[src/rtl/rpn_pkg.sv]
`timescale 1ns / 1ps
// ----------------------------------------------------------------------------
// rpn_pkg
// Shared widths, token codes and controller/datapath interface structs for
// the RPN expression evaluator.
// ----------------------------------------------------------------------------
package rpn_pkg;

  localparam int STACK_DEPTH_DEF = 8;
  localparam int NUM_REGS_DEF    = 16;

  localparam int DATA_W = 32;
  localparam int REG_W  = 16;
  localparam int FUNC_W = 3;
  localparam int LIT_W  = 31;
  localparam int IDX_W  = 4;
  localparam int OP_W   = 4;

  // Token function codes.
  localparam logic [FUNC_W-1:0] FUNC_PUSH_LIT = 3'd0;
  localparam logic [FUNC_W-1:0] FUNC_PUSH_REG = 3'd1;
  localparam logic [FUNC_W-1:0] FUNC_OPER     = 3'd2;
  localparam logic [FUNC_W-1:0] FUNC_END      = 3'd3;
  localparam logic [FUNC_W-1:0] FUNC_INC      = 3'd4;
  localparam logic [FUNC_W-1:0] FUNC_DEC      = 3'd5;

  // Binary operator codes.
  localparam logic [OP_W-1:0] OP_ADD = 4'd0;
  localparam logic [OP_W-1:0] OP_SUB = 4'd1;
  localparam logic [OP_W-1:0] OP_MUL = 4'd2;
  localparam logic [OP_W-1:0] OP_DIV = 4'd3;
  localparam logic [OP_W-1:0] OP_EQ  = 4'd4;
  localparam logic [OP_W-1:0] OP_NE  = 4'd5;
  localparam logic [OP_W-1:0] OP_LT  = 4'd6;
  localparam logic [OP_W-1:0] OP_GT  = 4'd7;
  localparam logic [OP_W-1:0] OP_LE  = 4'd8;
  localparam logic [OP_W-1:0] OP_GE  = 4'd9;

  typedef struct packed {
    logic load;
    logic pop;
    logic cap_b;
    logic cap_a;
    logic exec;
    logic div_start;
    logic div_take;
    logic push;
    logic reg_rd;
    logic reg_wr;
    logic finish;
  } cmd_t;

  typedef struct packed {
    logic [FUNC_W-1:0] func;
    logic              op_valid;
    logic              op_div;
    logic              div_done;
    logic              out_free;
  } sts_t;

endpackage

[src/rtl/rpn_ram.sv]
`timescale 1ns / 1ps
// ----------------------------------------------------------------------------
// rpn_ram
// Generic single-write, single-read RAM with a registered read port.
// ----------------------------------------------------------------------------
module rpn_ram #(
  parameter int WIDTH  = 32,
  parameter int DEPTH  = 8,
  parameter int ADDR_W = (DEPTH > 1) ? $clog2(DEPTH) : 1
) (
  input  logic              clk,
  input  logic              wr_en,
  input  logic [ADDR_W-1:0] wr_addr,
  input  logic [WIDTH-1:0]  wr_data,
  input  logic              rd_en,
  input  logic [ADDR_W-1:0] rd_addr,
  output logic [WIDTH-1:0]  rd_data
);

  logic [WIDTH-1:0] mem [DEPTH];

  always_ff @(posedge clk) begin
    if (wr_en) begin
      mem[wr_addr] <= wr_data;
    end
    if (rd_en) begin
      rd_data <= mem[rd_addr];
    end
  end

endmodule

[src/rtl/rpn_div.sv]
`timescale 1ns / 1ps
// ----------------------------------------------------------------------------
// rpn_div
// Iterative signed 32-bit divider, one quotient bit per cycle, truncating.
// ----------------------------------------------------------------------------
module rpn_div (
  input  logic                      clk,
  input  logic                      rst,
  input  logic                      start,
  input  logic [rpn_pkg::DATA_W-1:0] dividend,
  input  logic [rpn_pkg::DATA_W-1:0] divisor,
  output logic                      done,
  output logic [rpn_pkg::DATA_W-1:0] quotient,
  output logic                      div_zero
);
  import rpn_pkg::*;

  localparam int CNT_W = $clog2(DATA_W);

  typedef enum logic [1:0] {D_IDLE, D_RUN, D_FIX} div_state_t;

  div_state_t        state;
  logic [CNT_W-1:0]  cnt;
  logic              neg;
  logic [DATA_W-1:0] rem;
  logic [DATA_W-1:0] quo;
  logic [DATA_W-1:0] den;
  logic [DATA_W:0]   rem_sh;
  logic [DATA_W:0]   diff;
  logic [DATA_W-1:0] rem_next;
  logic [DATA_W-1:0] quo_next;

  always_comb begin
    rem_sh = {rem, quo[DATA_W-1]};
    diff   = rem_sh - {1'b0, den};
    if (!diff[DATA_W]) begin
      rem_next = diff[DATA_W-1:0];
      quo_next = {quo[DATA_W-2:0], 1'b1};
    end else begin
      rem_next = rem_sh[DATA_W-1:0];
      quo_next = {quo[DATA_W-2:0], 1'b0};
    end
  end

  always_ff @(posedge clk) begin
    if (rst) begin
      state <= D_IDLE;
      done  <= 1'b0;
    end else begin
      done <= 1'b0;
      unique case (state)
        D_IDLE: begin
          if (start) begin
            if (divisor == '0) begin
              quotient <= '0;
              div_zero <= 1'b1;
              done     <= 1'b1;
            end else begin
              div_zero <= 1'b0;
              neg      <= dividend[DATA_W-1] ^ divisor[DATA_W-1];
              quo      <= dividend[DATA_W-1] ? -dividend : dividend;
              den      <= divisor[DATA_W-1] ? -divisor : divisor;
              rem      <= '0;
              cnt      <= '0;
              state    <= D_RUN;
            end
          end
        end
        D_RUN: begin
          rem <= rem_next;
          quo <= quo_next;
          cnt <= cnt + CNT_W'(1);
          if (cnt == CNT_W'(DATA_W - 1)) begin
            state <= D_FIX;
          end
        end
        D_FIX: begin
          // Magnitude of the most negative value negates back onto itself.
          quotient <= neg ? -quo : quo;
          done     <= 1'b1;
          state    <= D_IDLE;
        end
        default: state <= D_IDLE;
      endcase
    end
  end

endmodule

[src/rtl/rpn_ctrl.sv]
`timescale 1ns / 1ps
// ----------------------------------------------------------------------------
// rpn_ctrl
// Token sequencer: steps each request through decode, stack and register
// accesses, execution and result delivery.
// ----------------------------------------------------------------------------
module rpn_ctrl (
  input  logic          clk,
  input  logic          rst,
  input  logic          in_valid,
  output logic          in_stall,
  input  rpn_pkg::sts_t sts,
  output rpn_pkg::cmd_t cmd
);
  import rpn_pkg::*;

  typedef enum logic [3:0] {
    S_IDLE, S_DECODE, S_REG_RD, S_REG_WR, S_POP1, S_POP2, S_CAP,
    S_EXEC, S_DIV_GO, S_DIV_WAIT, S_PUSH, S_FINISH
  } state_t;

  state_t state;

  assign in_stall = (state != S_IDLE);

  always_ff @(posedge clk) begin
    if (rst) begin
      state <= S_IDLE;
    end else begin
      unique case (state)
        S_IDLE: begin
          if (in_valid) begin
            state <= S_DECODE;
          end
        end
        S_DECODE: begin
          unique case (sts.func)
            FUNC_PUSH_LIT:                state <= S_PUSH;
            FUNC_PUSH_REG, FUNC_INC,
            FUNC_DEC:                     state <= S_REG_RD;
            FUNC_OPER, FUNC_END:          state <= S_POP1;
            default:                      state <= S_IDLE;
          endcase
        end
        S_REG_RD: begin
          state <= (sts.func == FUNC_PUSH_REG) ? S_PUSH : S_REG_WR;
        end
        S_REG_WR: state <= S_IDLE;
        S_POP1:   state <= S_POP2;
        S_POP2:   state <= S_CAP;
        S_CAP: begin
          // An end token and an unknown operator both finish the expression.
          if (sts.func == FUNC_END || !sts.op_valid) begin
            state <= S_FINISH;
          end else if (sts.op_div) begin
            state <= S_DIV_GO;
          end else begin
            state <= S_EXEC;
          end
        end
        S_EXEC:   state <= S_PUSH;
        S_DIV_GO: state <= S_DIV_WAIT;
        S_DIV_WAIT: begin
          if (sts.div_done) begin
            state <= S_PUSH;
          end
        end
        S_PUSH: state <= S_IDLE;
        S_FINISH: begin
          if (sts.out_free) begin
            state <= S_IDLE;
          end
        end
        default: state <= S_IDLE;
      endcase
    end
  end

  always_comb begin
    cmd           = '0;
    cmd.load      = (state == S_IDLE) && in_valid;
    cmd.pop       = (state == S_POP1) || (state == S_POP2);
    cmd.cap_b     = (state == S_POP2);
    cmd.cap_a     = (state == S_CAP);
    cmd.exec      = (state == S_EXEC);
    cmd.div_start = (state == S_DIV_GO);
    cmd.div_take  = (state == S_DIV_WAIT) && sts.div_done;
    cmd.push      = (state == S_PUSH);
    cmd.reg_rd    = (state == S_REG_RD);
    cmd.reg_wr    = (state == S_REG_WR);
    cmd.finish    = (state == S_FINISH) && sts.out_free;
  end

endmodule

[src/rtl/rpn_dpath.sv]
`timescale 1ns / 1ps
// ----------------------------------------------------------------------------
// rpn_dpath
// Datapath: token latch, value stack, register file, ALU, divider and the
// result register.
// ----------------------------------------------------------------------------
module rpn_dpath #(
  parameter int STACK_DEPTH = rpn_pkg::STACK_DEPTH_DEF,
  parameter int NUM_REGS    = rpn_pkg::NUM_REGS_DEF
) (
  input  logic                             clk,
  input  logic                             rst,
  input  rpn_pkg::cmd_t                    cmd,
  output rpn_pkg::sts_t                    sts,
  input  logic [rpn_pkg::FUNC_W-1:0]        func,
  input  logic [rpn_pkg::LIT_W-1:0]         literal_value,
  input  logic [rpn_pkg::IDX_W-1:0]         reg_index,
  input  logic [rpn_pkg::OP_W-1:0]          op_code,
  input  logic                             store_result,
  output logic                             out_valid,
  input  logic                             out_stall,
  output logic signed [rpn_pkg::DATA_W-1:0] value,
  output logic                             overflow_seen,
  output logic                             div_zero_seen
);
  import rpn_pkg::*;

  localparam int SAW    = $clog2(STACK_DEPTH);
  localparam int CW     = $clog2(STACK_DEPTH + 1);
  localparam int RAW    = (NUM_REGS > 1) ? $clog2(NUM_REGS) : 1;
  localparam int RCNT_W = $clog2(NUM_REGS + 1);
  localparam int RCMP_W = (IDX_W > RCNT_W) ? IDX_W : RCNT_W;

  // Latched token.
  logic [FUNC_W-1:0] tok_func;
  logic [LIT_W-1:0]  tok_lit;
  logic [IDX_W-1:0]  tok_idx;
  logic [OP_W-1:0]   tok_op;
  logic              tok_store;

  logic [CW-1:0]     count;
  logic              pop_empty;
  logic              stk_full;
  logic              stk_rd_en;
  logic              stk_wr_en;
  logic [SAW-1:0]    stk_rd_addr;
  logic [SAW-1:0]    stk_wr_addr;
  logic [DATA_W-1:0] stk_rd_data;
  logic [DATA_W-1:0] pop_val;
  logic [DATA_W-1:0] push_data;

  logic signed [DATA_W-1:0] a;
  logic signed [DATA_W-1:0] b;
  logic [DATA_W-1:0]        r;
  logic [DATA_W-1:0]        alu_res;
  logic [DATA_W-1:0]        mul_lo;

  logic              ovf_flag;
  logic              dz_flag;

  logic              div_done;
  logic [DATA_W-1:0] div_q;
  logic              div_dz;

  logic              reg_in_range;
  logic [RAW-1:0]    reg_addr;
  logic [NUM_REGS-1:0] reg_vld;
  logic              reg_ok;
  logic [REG_W-1:0]  reg_rd_data;
  logic [REG_W-1:0]  reg_val;
  logic              reg_wr_en;
  logic [REG_W-1:0]  reg_wr_data;

  always_ff @(posedge clk) begin
    if (cmd.load) begin
      tok_func  <= func;
      tok_lit   <= literal_value;
      tok_idx   <= reg_index;
      tok_op    <= op_code;
      tok_store <= store_result;
    end
  end

  // ---------------- value stack ----------------
  assign stk_full    = (count == CW'(STACK_DEPTH));
  assign stk_rd_en   = cmd.pop && (count != '0);
  assign stk_rd_addr = SAW'(count - CW'(1));
  assign stk_wr_en   = cmd.push && !stk_full;
  assign stk_wr_addr = SAW'(count);
  assign pop_val     = pop_empty ? '0 : stk_rd_data;

  always_comb begin
    unique case (tok_func)
      FUNC_PUSH_LIT: push_data = {1'b0, tok_lit};
      FUNC_PUSH_REG: push_data = {{(DATA_W - REG_W){1'b0}}, reg_val};
      default:       push_data = r;
    endcase
  end

  rpn_ram #(.WIDTH(DATA_W), .DEPTH(STACK_DEPTH)) u_stack_ram (
    .clk     (clk),
    .wr_en   (stk_wr_en),
    .wr_addr (stk_wr_addr),
    .wr_data (push_data),
    .rd_en   (stk_rd_en),
    .rd_addr (stk_rd_addr),
    .rd_data (stk_rd_data)
  );

  always_ff @(posedge clk) begin
    if (rst) begin
      count <= '0;
    end else if (cmd.finish) begin
      count <= '0;
    end else if (stk_rd_en) begin
      count <= count - CW'(1);
    end else if (stk_wr_en) begin
      count <= count + CW'(1);
    end
  end

  always_ff @(posedge clk) begin
    if (cmd.pop) begin
      pop_empty <= (count == '0);
    end
    if (cmd.cap_b) begin
      b <= pop_val;
    end
    if (cmd.cap_a) begin
      a <= pop_val;
    end
    if (cmd.exec) begin
      r <= alu_res;
    end else if (cmd.div_take) begin
      r <= div_q;
    end
  end

  // ---------------- ALU ----------------
  assign mul_lo = a * b;

  always_comb begin
    unique case (tok_op)
      OP_ADD:  alu_res = a + b;
      OP_SUB:  alu_res = a - b;
      OP_MUL:  alu_res = mul_lo;
      OP_EQ:   alu_res = {{(DATA_W - 1){1'b0}}, (a == b)};
      OP_NE:   alu_res = {{(DATA_W - 1){1'b0}}, (a != b)};
      OP_LT:   alu_res = {{(DATA_W - 1){1'b0}}, (a < b)};
      OP_GT:   alu_res = {{(DATA_W - 1){1'b0}}, (a > b)};
      OP_LE:   alu_res = {{(DATA_W - 1){1'b0}}, (a <= b)};
      OP_GE:   alu_res = {{(DATA_W - 1){1'b0}}, (a >= b)};
      default: alu_res = b;
    endcase
  end

  rpn_div u_div (
    .clk      (clk),
    .rst      (rst),
    .start    (cmd.div_start),
    .dividend (a),
    .divisor  (b),
    .done     (div_done),
    .quotient (div_q),
    .div_zero (div_dz)
  );

  always_ff @(posedge clk) begin
    if (rst) begin
      ovf_flag <= 1'b0;
      dz_flag  <= 1'b0;
    end else if (cmd.finish) begin
      ovf_flag <= 1'b0;
      dz_flag  <= 1'b0;
    end else begin
      if (cmd.push && stk_full) begin
        ovf_flag <= 1'b1;
      end
      if (cmd.div_take && div_dz) begin
        dz_flag <= 1'b1;
      end
    end
  end

  // ---------------- register file ----------------
  // Entries never written read as zero through their valid bits.
  assign reg_in_range = (RCMP_W'(tok_idx) < RCMP_W'(NUM_REGS));
  assign reg_addr     = RAW'(tok_idx);
  assign reg_val      = reg_ok ? reg_rd_data : '0;
  assign reg_wr_en    = reg_in_range && (cmd.reg_wr || (cmd.finish && tok_store));

  always_comb begin
    if (cmd.finish) begin
      reg_wr_data = b[REG_W-1:0];
    end else if (tok_func == FUNC_INC) begin
      reg_wr_data = reg_val + REG_W'(1);
    end else begin
      reg_wr_data = reg_val - REG_W'(1);
    end
  end

  rpn_ram #(.WIDTH(REG_W), .DEPTH(NUM_REGS)) u_reg_ram (
    .clk     (clk),
    .wr_en   (reg_wr_en),
    .wr_addr (reg_addr),
    .wr_data (reg_wr_data),
    .rd_en   (cmd.reg_rd),
    .rd_addr (reg_addr),
    .rd_data (reg_rd_data)
  );

  always_ff @(posedge clk) begin
    if (rst) begin
      reg_vld <= '0;
    end else if (reg_wr_en) begin
      reg_vld[reg_addr] <= 1'b1;
    end
  end

  always_ff @(posedge clk) begin
    if (cmd.reg_rd) begin
      reg_ok <= reg_in_range && reg_vld[reg_addr];
    end
  end

  // ---------------- result register ----------------
  always_ff @(posedge clk) begin
    if (rst) begin
      out_valid <= 1'b0;
    end else if (cmd.finish) begin
      out_valid <= 1'b1;
    end else if (!out_stall) begin
      out_valid <= 1'b0;
    end
  end

  always_ff @(posedge clk) begin
    if (cmd.finish) begin
      value         <= b;
      overflow_seen <= ovf_flag;
      div_zero_seen <= dz_flag;
    end
  end

  always_comb begin
    sts.func     = tok_func;
    sts.op_valid = (tok_op <= OP_GE);
    sts.op_div   = (tok_op == OP_DIV);
    sts.div_done = div_done;
    sts.out_free = !out_valid || !out_stall;
  end

endmodule

[src/rtl/rpn_expression_evaluator.sv]
`timescale 1ns / 1ps
// ----------------------------------------------------------------------------
// rpn_expression_evaluator
// Reverse-Polish integer evaluator over a value stack and a register file.
// ----------------------------------------------------------------------------
// Tokens are taken one at a time: in_stall stays high from acceptance until
// the token is complete. An end token or an unknown operator also waits
// for the result register to drain, and a divide waits on the divider,
// which produces one quotient bit per cycle. The result register lets the
// next token be accepted while a result still waits. The stack and
// registers live in RAMs with registered reads; the registers read as zero
// through per-entry valid bits until first written, so no clearing pass
// follows reset.
module rpn_expression_evaluator #(
  parameter int STACK_DEPTH = rpn_pkg::STACK_DEPTH_DEF,
  parameter int NUM_REGS    = rpn_pkg::NUM_REGS_DEF
) (
  input  logic                             clk,
  input  logic                             rst,
  input  logic                             in_valid,
  output logic                             in_stall,
  input  logic [rpn_pkg::FUNC_W-1:0]        func,
  input  logic [rpn_pkg::LIT_W-1:0]         literal_value,
  input  logic [rpn_pkg::IDX_W-1:0]         reg_index,
  input  logic [rpn_pkg::OP_W-1:0]          op_code,
  input  logic                             store_result,
  output logic                             out_valid,
  input  logic                             out_stall,
  output logic signed [rpn_pkg::DATA_W-1:0] value,
  output logic                             overflow_seen,
  output logic                             div_zero_seen
);
  import rpn_pkg::*;

  cmd_t cmd;
  sts_t sts;

  rpn_ctrl u_ctrl (
    .clk      (clk),
    .rst      (rst),
    .in_valid (in_valid),
    .in_stall (in_stall),
    .sts      (sts),
    .cmd      (cmd)
  );

  rpn_dpath #(.STACK_DEPTH(STACK_DEPTH), .NUM_REGS(NUM_REGS)) u_dpath (
    .clk           (clk),
    .rst           (rst),
    .cmd           (cmd),
    .sts           (sts),
    .func          (func),
    .literal_value (literal_value),
    .reg_index     (reg_index),
    .op_code       (op_code),
    .store_result  (store_result),
    .out_valid     (out_valid),
    .out_stall     (out_stall),
    .value         (value),
    .overflow_seen (overflow_seen),
    .div_zero_seen (div_zero_seen)
  );

  // The sequencer must leave idle once a request is taken.
  a_busy_after_accept: assert property (@(posedge clk) disable iff (rst)
    (in_valid && !in_stall) |=> in_stall)
    else $error("token accepted but input not stalled afterwards");

  // At most one load, stack, register, execute, divide or result action per cycle.
  a_one_action: assert property (@(posedge clk) disable iff (rst)
    $onehot0({cmd.load, cmd.pop, cmd.exec, cmd.div_start, cmd.div_take,
              cmd.push, cmd.reg_rd, cmd.reg_wr, cmd.finish}))
    else $error("controller issued conflicting commands");

  a_finish_shows: assert property (@(posedge clk) disable iff (rst)
    cmd.finish |=> out_valid)
    else $error("finished expression did not produce a result");

  // A delivered result must not be presented again.
  a_no_repeat: assert property (@(posedge clk) disable iff (rst)
    (out_valid && !out_stall && !cmd.finish) |=> !out_valid)
    else $error("result repeated after delivery");

endmodule

[config.mk]
export PLATFORM = sky130hd
export DESIGN_NAME = rpn_expression_evaluator
export DESIGN_NICKNAME = d
export VERILOG_FILES = /design/src/rtl/rpn_pkg.sv /design/src/rtl/rpn_ram.sv /design/src/rtl/rpn_div.sv /design/src/rtl/rpn_ctrl.sv /design/src/rtl/rpn_dpath.sv /design/src/rtl/rpn_expression_evaluator.sv
export SDC_FILE = /design/constraint.sdc
export NUM_CORES = 2
export LEC_CHECK = 0
export BUFFER_PORTS_ARGS = -buffer_cell sky130_fd_sc_hd__buf_2
export CORE_MARGIN = 2
export CORE_UTILIZATION = 65
export CTS_CLUSTER_DIAMETER = 50
export DETAILED_ROUTE_END_ITERATION = 7
export HOLD_SLACK_MARGIN = 0.02
export PLACE_DENSITY = 0.86
export SYNTH_ARGS = -nofsm -noshare
export SYNTH_HDL_FRONTEND = slang
export SYNTH_SLANG_ARGS = --single-unit
[constraint.sdc]
create_clock -name clk -period 10.55 [get_ports clk]
set_clock_uncertainty 0.1 [all_clocks]
set_input_delay 1.055 -clock clk [delete_from_list [all_inputs] [get_ports clk]]
set_output_delay 1.055 -clock clk [all_outputs]
set_load 0.1 [all_outputs]
==> results.md <==
* Status: complete, but fails checks
* Violated checks: DRC, capacitance limit
* Mux cell area share after synthesis at 0.0733
* Wire per inst at 29.6 um
* EDFF count, synth at 870
* Ys flop type: edfxtp_1
* Setup crit end kind: flop
* GRT Resource Usage Total at 0.397
* Initial antenna violation count at 15
* Lkg Pwr at 24.5 nW
* Synth area leader: edfxtp_1
* Slew HR at 0.00724
* Synthesized cell area at 57900 um2
* Synth warnings at 0
* CTS clk-pin slew, worst paths at 0.06 ns
* Global-route track usage on met2 at 0.602
* Postcts setup bufs at 0
* Most congested layer reported by global routing: met2
* Critical Path RT at 10.86 ns
* Setup crit start kind: flop
* Layout Nets at 5510
* Origin of the critical flop-to-flop path: u_dpath.a[9]
* Die height at 303 um
* Hold Buf Count CTS at 0
* Fin util at 0.713
* Arrival time at the worst endpoint at 8.84 ns
* Flop pwr share at 0.409
* #FFs+latches synth at 900
* Max-cap viol count at 1
* Clock buffer depth at 3
* Worst Hold Depth at 0
* Sink Count at 900
* Clock share of power at 0.344
* PD cells at 158 nW/um2
* Clk root buf: clkbuf_16
* Initial Util at 0.656
* Gate power share at 0.246
* Hold Path Sink: u_dpath.value[13]
* Drt pass-1 iters at 8
* R2R cell count at 24
* Syn avg cell area at 12.2 um2
* Top-count cell post-synth: edfxtp_1
* Hold Vio Cnt, Final at 0
* Adder-Cell Fraction of Synth Area at 0.200
* Post-layout power at 9.95 mW
* Area contributors post-synth: edfxtp_1 (45%), fa_1 (14%), mux4_2 (5.8%)
* Final Cell Area at 63000 um2
* Total negative slack at 0 ns
* Simple logic cell fraction of the synthesized area at 0.111
* Finished Layout Cells at 6042
* Largest net degree at the start of global routing at 70
* Area growth syn-to-layout at 8.75%
* TritonCTS buffer count at 96
* GPL Wtd Cong at 1.05
* CTS resizes at 0
* Slew @ Worst Pin at 1.49 ns
* Core Box Area at 88400 um2
* RSZ-0062 raised after global routing: false
* Grt ovf at 0
* Reg-to-Reg End: u_dpath.r[25]
* Vias in the first global route at 41700
* GR Util met1 at 0.503
* Vias at 41300
* Routed WL at 179000 um
* CP Class: reg2reg
* Io pins at 83
* Die ar. at 91500 um2
* Pins Over Slew Limit at 0
* Hold wc startpoint: u_dpath.b[13]
* Vias/cell at 6.83
* H-tree levels at 3
* Switch share at 0.303
* Post-synth top cells: edfxtp_1 (870), inv_1 (539), fa_1 (412)
* CTS tree: yes
* Synth Area in Compound Gates at 0.0672
* Sequential share of the synthesized area at 0.461
* Dpl hpwl at 117000 um
* Hold Path Class: reg2reg
* Initial DRC Count at 6011
* Final setup vio count at 0
* Share of cells above drive strength 1 at 0.119
* CP max FO at 21
* Xor and xnor area share after synthesis at 0.0352
* Antenna-violating nets left at 0
* FMAX at 117 MHz
* FP Rows at 109
* Largest family of logic cells by synthesized area: adder cells
* Sw Pwr at 3.01 mW
* Die width at 303 um
* Clock latency on the worst-skew pair at 0.71 ns
* Met3 usage at 0.123
* Reg2reg setup slack at 2.02 ns
* Period Utilization, post-route at 0.809
* Min Clock Period, post-route at 8.53 ns
* # fillers at 5529
* VDD IR max at 0.220 mV
* Distinct cells, synth at 76
* Global-route wire length before repair at 264000 um
* Mapped Cells at 4755
* Port bufs at 82
* Asr flop ratio synth at 0
* # DRC at 12
* Mapped Nets at 5480
* DP Cell Count at 5852
* Reg area at 26700 um2
* Int Pwr at 6.94 mW
* Post-synth top area share at 0.451
* Dpl cell area at 59800 um2
* Multi-input gate area at 28400 um2
-- registers in the layout, indices dropped and copies added (netlist names), 2 cells and up --
name,cells
u_dpath.u_reg_ram.mem,256
u_dpath.u_reg_ram.rd_data,16
u_dpath.u_div.quotient,32
u_dpath.u_div.cnt,5
u_dpath.u_div.quo,32
u_dpath.u_stack_ram.mem,256
u_dpath.tok_op,4
u_ctrl.state,4
u_dpath.u_div.rem,32
u_dpath.r,32
u_dpath.value,32
u_dpath.u_stack_ram.rd_data,32
u_dpath.u_div.den,32
u_dpath.a,32
u_dpath.b,32
u_dpath.tok_lit,31
u_dpath.tok_func,3
u_dpath.reg_addr,4
u_dpath.count,4
u_dpath.reg_vld,16
u_dpath.u_div.state,2
-- per-layer routing --
| layer | up-vias | wire length, um | part of all wire |
|---|---|---|---|
| met5 | - | 11 | 0.000062 |
| met4 | 2 | 13900 | 0.078 |
| met3 | 918 | 25400 | 0.14 |
| li1 | 16500 | - | - |
| met2 | 3688 | 79800 | 0.45 |
| met1 | 20100 | 59500 | 0.33 |
-- layout make-up --
cell class	count	share of cell area
Antenna cell	11	0.000437
Sequential cell	900	0.424
Inverter	541	0.0322
Multi-Input combinational cell	3055	0.450
Tap cell	1165	0.0231
Timing Repair Buffer	191	0.0195
Clock buffer	112	0.0394
Clock inverter	67	0.0107
-- power groups by stage --
stage | logic [mW] | clock network, mW | registers (mW)
after CTS | 2.38 | 3.41 | 4.07
after detailed placement | 2.33 | 0 | 4.15
after floorplan | 1.70 | 0 | 4.13
final | 2.45 | 3.42 | 4.08
after global placement | 2.28 | 0 | 4.14
after global routing | 2.65 | 3.54 | 4.08
-- worst max path at each step --
stage | from | endpoint | slack [ns] | cells past startpoint
global placement | u_dpath.a[9] | u_dpath.r[27] | 2.30 | 24
finish | u_dpath.a[9] | u_dpath.r[25] | 2.02 | 24
detailed placement | u_dpath.a[9] | u_dpath.r[25] | 2.18 | 24
global route | u_dpath.a[9] | u_dpath.r[25] | 1.64 | 24
floorplan | u_dpath.b[2] | u_dpath.r[25] | 3.00 | 26
CTS | u_dpath.a[9] | u_dpath.r[25] | 2.14 | 24
-- stage by stage --
step	setup slack (ns)	hold slack (ns)
after floorplan	3.00	0.309
after global placement	2.30	0.330
after detailed placement	2.18	0.346
after CTS	2.14	0.378
after global routing	1.64	0.401
final	2.02	0.380
-- cell usage in the layout (no fill, tap or decap), types with 21 or more instances in the layout --
cell type / netlist / final
o21bai_1: 21 / 21
mux2_2: 38 / 38
a21o_1: 34 / 34
and2_1: 322 / 322
a31oi_1: 27 / 27
ha_1: 266 / 265
nand3_1: 38 / 37
xnor2_1: 142 / 141
a21oi_1: 134 / 133
o31ai_1: 36 / 36
xor2_1: 91 / 90
nor2_1: 292 / 283
mux2i_1: 46 / 46
a211oi_1: 21 / 21
clkinv_1: 1 / 23
buf_2: 3 / 82
mux4_2: 149 / 149
nor3_1: 57 / 47
fa_1: 412 / 412
clkbuf_16: 0 / 97
o21ai_0: 196 / 196
buf_4: 0 / 109
nor2b_1: 51 / 49
edfxtp_1: 870 / 870
or3_1: 32 / 32
inv_1: 539 / 538
nand2b_1: 42 / 42
nand2_1: 376 / 376
dfxtp_1: 30 / 29
-- cell families (layout without fill, tap and decap cells) --
kind of cell / count (synthesis) / after routing
DFF: 900 / 900
other: 0 / 11
adders and majority gates: 678 / 678
AOI/OAI and AO/OA: 612 / 612
buffers and inverters: 800 / 911
xor gates and xnor gates: 233 / 233
muxes: 233 / 233
and+or+nand+nor: 1299 / 1299
-- worst max-delay path, cell delays in order, from the launching register on --
cell	delay, ns
edfxtp_1	0.94
ha_1	0.45
inv_1	0.11
fa_1	0.39
inv_1	0.07
fa_1	0.43
fa_1	0.51
inv_1	0.05
fa_1	0.48
inv_1	0.05
fa_1	0.48
fa_1	0.57
fa_1	0.45
fa_1	0.49
ha_1	0.35
a21o_1	0.21
a211o_1	0.30
nand2b_1	0.21
o21ai_0	0.50
o21ai_0	0.20
xnor2_1	0.16
o21ai_0	0.14
a311oi_1	0.38
o31a_1	0.19
o22ai_1	0.07
(Power assumes the default switching activity.)
